===== src/design/egc_pkg.sv =====
// shared types and constants for the eulerian graph check block
`timescale 1ns / 1ps

package egc_pkg;

  // fixed widths of the request and result fields
  localparam int NODE_W    = 6;
  localparam int NODE_SPAN = 2 ** NODE_W;
  localparam int COUNT_W   = 7;

  // request modes
  typedef enum logic [1:0] {
    MODE_CLEAR   = 2'd0,
    MODE_DECLARE = 2'd1,
    MODE_EDGE    = 2'd2,
    MODE_QUERY   = 2'd3
  } mode_t;

  // controller states
  typedef enum logic [2:0] {
    ST_IDLE,
    ST_EDGE_WR,
    ST_LOAD,
    ST_SCAN,
    ST_ROWRD,
    ST_FINISH
  } state_t;

  // commands from controller to datapath
  typedef struct packed {
    logic clear;
    logic mark_node;
    logic edge_start;
    logic edge_wr;
    logic walk_start;
    logic rd_from_stack;
    logic load_fresh;
    logic push;
    logic pop;
    logic out_load;
  } dp_cmd_t;

  // status from datapath to controller
  typedef struct packed {
    logic fresh_empty;
    logic stack_empty;
  } dp_stat_t;

endpackage


===== src/design/egc_ctrl.sv =====
// controller state machine: request decode, walk sequencing, result handoff
`timescale 1ns / 1ps

module egc_ctrl (
  input  logic               clk,
  input  logic               rst_n,
  input  logic               in_valid,
  output logic               in_ready,
  input  logic [1:0]         in_mode,
  output logic               out_valid,
  input  logic               out_ready,
  output egc_pkg::dp_cmd_t   cmd,
  input  egc_pkg::dp_stat_t  stat
);
  import egc_pkg::*;

  state_t state_r, state_nxt;
  logic   out_valid_r, out_valid_nxt;
  logic   in_fire;

  assign out_valid = out_valid_r;
  assign in_fire   = in_valid && in_ready;

  // state and result-valid registers
  always_ff @(posedge clk) begin
    if (!rst_n) begin
      state_r     <= ST_IDLE;
      out_valid_r <= 1'b0;
    end else begin
      state_r     <= state_nxt;
      out_valid_r <= out_valid_nxt;
    end
  end

  // next state and commands
  always_comb begin
    state_nxt     = state_r;
    out_valid_nxt = out_valid_r;
    cmd           = '0;
    in_ready      = 1'b0;
    if (out_valid_r && out_ready) begin
      out_valid_nxt = 1'b0;
    end
    unique case (state_r)
      ST_IDLE: begin
        in_ready = 1'b1;
        if (in_valid) begin
          unique case (mode_t'(in_mode))
            MODE_CLEAR: begin
              cmd.clear = 1'b1;
            end
            MODE_DECLARE: begin
              cmd.mark_node = 1'b1;
            end
            MODE_EDGE: begin
              cmd.mark_node  = 1'b1;
              cmd.edge_start = 1'b1;
              state_nxt      = ST_EDGE_WR;
            end
            MODE_QUERY: begin
              cmd.mark_node  = 1'b1;
              cmd.walk_start = 1'b1;
              state_nxt      = ST_LOAD;
            end
          endcase
        end
      end
      ST_EDGE_WR: begin
        cmd.edge_wr = 1'b1;
        state_nxt   = ST_IDLE;
      end
      ST_LOAD: begin
        cmd.load_fresh = 1'b1;
        state_nxt      = ST_SCAN;
      end
      ST_SCAN: begin
        priority if (!stat.fresh_empty) begin
          cmd.push = 1'b1;
        end else if (stat.stack_empty) begin
          state_nxt = ST_FINISH;
        end else begin
          cmd.pop   = 1'b1;
          state_nxt = ST_ROWRD;
        end
      end
      ST_ROWRD: begin
        cmd.rd_from_stack = 1'b1;
        state_nxt         = ST_LOAD;
      end
      ST_FINISH: begin
        if (!out_valid_r || out_ready) begin
          cmd.out_load  = 1'b1;
          out_valid_nxt = 1'b1;
          state_nxt     = ST_IDLE;
        end
      end
      default: begin
        state_nxt = ST_IDLE;
      end
    endcase
  end

  // the row write cycle only follows an accepted edge request
  a_edge_wr_follows_edge: assert property (@(posedge clk) disable iff (!rst_n)
    (state_r == ST_EDGE_WR) |-> $past(in_fire && (in_mode == MODE_EDGE)))
    else $error("row write without an edge request");

  // a result only appears out of the finish step
  a_result_from_finish: assert property (@(posedge clk) disable iff (!rst_n)
    $rose(out_valid_r) |-> $past(state_r == ST_FINISH))
    else $error("result raised outside finish");

endmodule


===== config.mk =====
export PLATFORM = sky130hd
export DESIGN_NAME = egc_ctrl
export DESIGN_NICKNAME = d
export VERILOG_FILES = /design/src/design/egc_pkg.sv /design/src/design/egc_ctrl.sv
export SDC_FILE = /design/constraint.sdc
export NUM_CORES = 1
export LEC_CHECK = 0
export BUFFER_PORTS_ARGS = -buffer_cell sky130_fd_sc_hd__buf_2
export CAP_MARGIN = 10
export CELL_PAD_IN_SITES_DETAIL_PLACEMENT = 2
export CELL_PAD_IN_SITES_GLOBAL_PLACEMENT = 2
export CORE_MARGIN = 2
export CORE_UTILIZATION = 21
export DETAILED_ROUTE_END_ITERATION = 10
export MAX_ROUTING_LAYER = met4
export PLACE_DENSITY_LB_ADDON = 0.1
export SETUP_SLACK_MARGIN = 0.02
export SYNTH_ARGS = -nofsm -noshare
export SYNTH_HDL_FRONTEND = slang
export SYNTH_SLANG_ARGS = --single-unit

===== constraint.sdc =====
create_clock -name clk -period 3.5 [get_ports clk]
set_clock_uncertainty 0.15 [all_clocks]
set_input_delay 0.175 -clock clk [delete_from_list [all_inputs] [get_ports clk]]
set_output_delay 0.175 -clock clk [all_outputs]
set_load 0.02 [all_outputs]

# [Word-level counts from Yosys, hierarchy flattened]
# Index checks and enable logic that the tools add are counted.
# Widths: inputs -> output; s select.
[totals] reg_bits=4 inputBits=8 out_inout_bits=12 word_cells=48
[op_classes] eq_ne=12 mux=27 reduce_logical=7
[ops] cell="$mux 1" n=19
[ops] cell="$mux 3" n=5
[ops] cell="$pmux 3 s5" n=1
[ops] cell="$eq 3x2->1 const B" n=2
[ops] cell="$eq 3x3->1 const B" n=2
[ops] cell="$ne 2x2->1 const B" n=3
[ops] cell="$pmux 3 s2" n=1
[ops] cell="$eq 2x2->1 const B" n=2
[ops] cell="$reduce_and 4->1" n=1
[ops] cell="$eq 3x1->1 const B" n=1
[ops] cell="$logic_not 3->1" n=1
[ops] cell="$ne 3x1->1 const B" n=1
[ops] cell="$reduce_or 3->1" n=1
[ops] cell="$eq 2x1->1 const B" n=1
[ops] cell="$logic_not 2->1" n=1
[ops] cell="$mux 2" n=1
[ops] cell="$logic_and 1x1->1" n=1
[ops] cell="$logic_not 1->1" n=1
[ops] cell="$logic_or 1x1->1" n=1

# [Longest topological paths before layout]
[logic_depth] ltp_word=5 mapped_depth=5 ltp_nobuf=4

# [Worst setup path before layout]
# No wires, ideal clock.
[synth_timing] path_type="reg-to-output" from="register state_r[2]" to="output port cmd[7] (netlist name)" path_stages_with_launch=5 n_path_buf=1 t_arrival_ns=1.433 t_required_ns=3.175 path_slack_ns=1.742 path_cell_list="dfxtp_1 -> buf_4 -> nor3_4 -> nand2_1 -> nor3b_1"
[synth_rtl] item="start, declared" line_no="egc_ctrl.sv:17" source="state_t state_r, state_nxt;"
[synth_rtl] item="start signal, assigned" line_no="egc_ctrl.sv:30" source="state_r <= state_nxt;"
[synth_rtl] item="end, declared" line_no="egc_ctrl.sv:12" source="output egc_pkg::dp_cmd_t cmd,"

==> impl_metrics.json <==
{
  "setup_viol": 0,
  "viasPerCell": 4.74,
  "drc": 0,
  "drv_cap": 0,
  "ctsHoldBuffers": 0,
  "fin_crit_sh_pct": 48.6,
  "coreArea_um2": 1490,
  "final_antenna_net_count": 0,
  "grt_pass1_wl_mm": 1.64,
  "synth_nets": 51,
  "holdPathStages": 3,
  "finalHoldViolations": 0,
  "drive_gt1_share_pct": 40.3,
  "cts_tree": "yes",
  "ys_seq_area_share_pct": 24.4,
  "yosysMostFrequentCell": "nand2_1",
  "ir_drop_mv": 0.128,
  "cts_resized": 0,
  "fmax_mhz": 587,
  "tns_ns": 0,
  "startpoint_type": "flip-flop",
  "min_to": "state_r[1]$_SDFFE_PN0P_",
  "drt-initial-drc-count": 1,
  "tightestPinTransition_ns": 0.445,
  "cts_setup_buffers": 0,
  "antenna_cells": 0,
  "total_power_mw": 0.266,
  "ys_seq_elements": 4,
  "avgSynthCellArea_um2": 7.62,
  "ys_warn_count": 0,
  "end_kind": "output pin",
  "synth_top_area_share_pct": 24.4,
  "io-pin-count": 20,
  "p_per_area_nw_per_um2": 605,
  "slew_headroom_pct": 70.3,
  "clockBufferDepth": 2,
  "r2r_start": "state_r[0]$_SDFFE_PN0P_",
  "drv_slew": 0,
  "overflow": 0,
  "async_flop_share_pct": 0,
  "drt-total-wl_um": 932,
  "wire_per_inst_um": 11.9,
  "critPathArrivalTime_ns": 1.38,
  "syn_area_um2": 328,
  "synth_cells": 43,
  "nNetsFinal": 72,
  "min-delay-start": "rst_n",
  "grt_usage_pct": 12.6,
  "initial_core_util_pct": 22.0,
  "cts_root_buf": "clkbuf_4",
  "gp_congestion": 0.608,
  "status": "finished clean",
  "antenna_found_initial": 0,
  "row_count": 14,
  "hold_path_class": "in -> reg",
  "yosys-top-cells-area": "dfxtp_1, nand2_1, nor3b_1, nor2_1, nor3_4",
  "dp.cells": 75,
  "register_area_um2": 80.1,
  "die_w_um": 43.5,
  "first_pass_iters": 2,
  "portBuffers": 19,
  "num_vias": 370,
  "ys_types": 22,
  "grt_pass1_vias": 385,
  "grt_start_max_net_pins": 14,
  "dpl.hpwl_um": 762,
  "p_leak_nw": 0.214,
  "synth_area_leader_cell": "dfxtp_1",
  "cts.sinks": 4,
  "path_max_fanout": 9,
  "fin_util_pct": 29.5,
  "worstSetupPathType": "reg -> out",
  "final_cell_count_no_fill": 78,
  "min_period_ns": 1.70,
  "clock_latency_ns": 0.23,
  "required_ns": 3.17,
  "rsz0062_at_grt": "false",
  "r2r-end": "state_r[2]$_SDFFE_PN0P_",
  "ys_top_cells_by_count": "nand2_1, nor2_1, dfxtp_1, nor3b_1",
  "die_y_um": 43.5,
  "r2r_slack_ns": 2.07,
  "synth_top_flop_cell": "dfxtp_1",
  "htree_levels": 1,
  "reg2reg_depth": 4,
  "areaGrowthSynthToFinish_pct": 34.0,
  "die_area_um2": 1890,
  "num-fill-cells": 192,
  "cts.clk_slew.worst_paths_ns": 0.04,
  "cts_made_buffers": 3,
  "synth-edff-count": 0,
  "multi_input_area_um2": 218
}
-- how the worst max path moves through the flow --
stage | from | endpoint | slack [ns]
after global routing | state_r[1]$_SDFFE_PN0P_ | cmd[7] | 1.63
after detailed placement | state_r[0]$_SDFFE_PN0P_ | cmd[1] | 2.03
after global placement | state_r[0]$_SDFFE_PN0P_ | cmd[1] | 2.01
after CTS | state_r[0]$_SDFFE_PN0P_ | cmd[1] | 1.76
after floorplan | state_r[2]$_SDFFE_PN0P_ | cmd[7] | 1.74
final | state_r[0]$_SDFFE_PN0P_ | cmd[1] | 1.80
-- report_power, final --
group	switching, mW	total (mW)	internal (mW)
Combinational	0.0732	0.127	0.0533
Sequential	0.0276	0.0832	0.0555
Clock	0.0178	0.0561	0.0383
-- logic make-up (layout without fill, tap and decap cells) --
group	Yosys count	after routing	share of synthesized area [%]
flops	4	4	24.4
simple gates	26	26	45.0
buf+inv	4	23	9.16
compound gates	9	9	21.4
-- critical path: stages (launching register included) --
cell and delay (ns):
dfxtp_1 0.53, nand2b_1 0.16, nor4b_1 0.25, buf_2 0.21
-- layer usage --
layer / up-vias / track usage, % / share of wire, %
met2: 13 / 17.0 / 45
met5: - / - / 0
met4: 0 / 10.9 / 0.97
met1: 166 / 14.9 / 48
met3: 2 / 3.75 / 5.8
li1: 189 / - / -
-- final cells by class --
class | count | area share (%)
Inverter | 1 | 0.855
Sequential cell | 4 | 18.2
Tap cell | 16 | 4.56
Clock buffer | 3 | 5.13
Timing Repair Buffer | 19 | 21.7
Multi-Input combinational cell | 35 | 49.6
-- cells in the final DEF, fill, tap and decap left out --
master,count
clkbuf_4,3
a211o_1,1
o21a_1,1
buf_2,19
and2b_1,1
nand3b_1,1
a21boi_0,1
nand2_1,8
a311oi_1,1
or2_1,1
nor3b_1,4
nor2_1,5
o21ai_2,1
nand2b_1,2
nor4b_1,1
a21oi_1,1
nor3_1,2
a21oi_2,1
nor3_4,1
inv_1,1
a211oi_1,2
dfxtp_1,4
-- stage by stage --
step / area (um2) / setup slack (ns) / hold slack, ns
after floorplan: 328 / 1.74 / 0.146
after global placement: 417 / 2.01 / 0.282
after detailed placement: 417 / 2.03 / 0.288
after CTS: 439 / 1.76 / 0.0369
after global routing: 439 / 1.63 / 0.0438
final: 439 / 1.80 / 0.0443
-- state kept, by name (all words and copies together) (netlist names) --
| signal | cells |
|---|---|
| state_r | 3 |
| out_valid | 1 |
No activity file was read; power rests on OpenSTA's default activity.
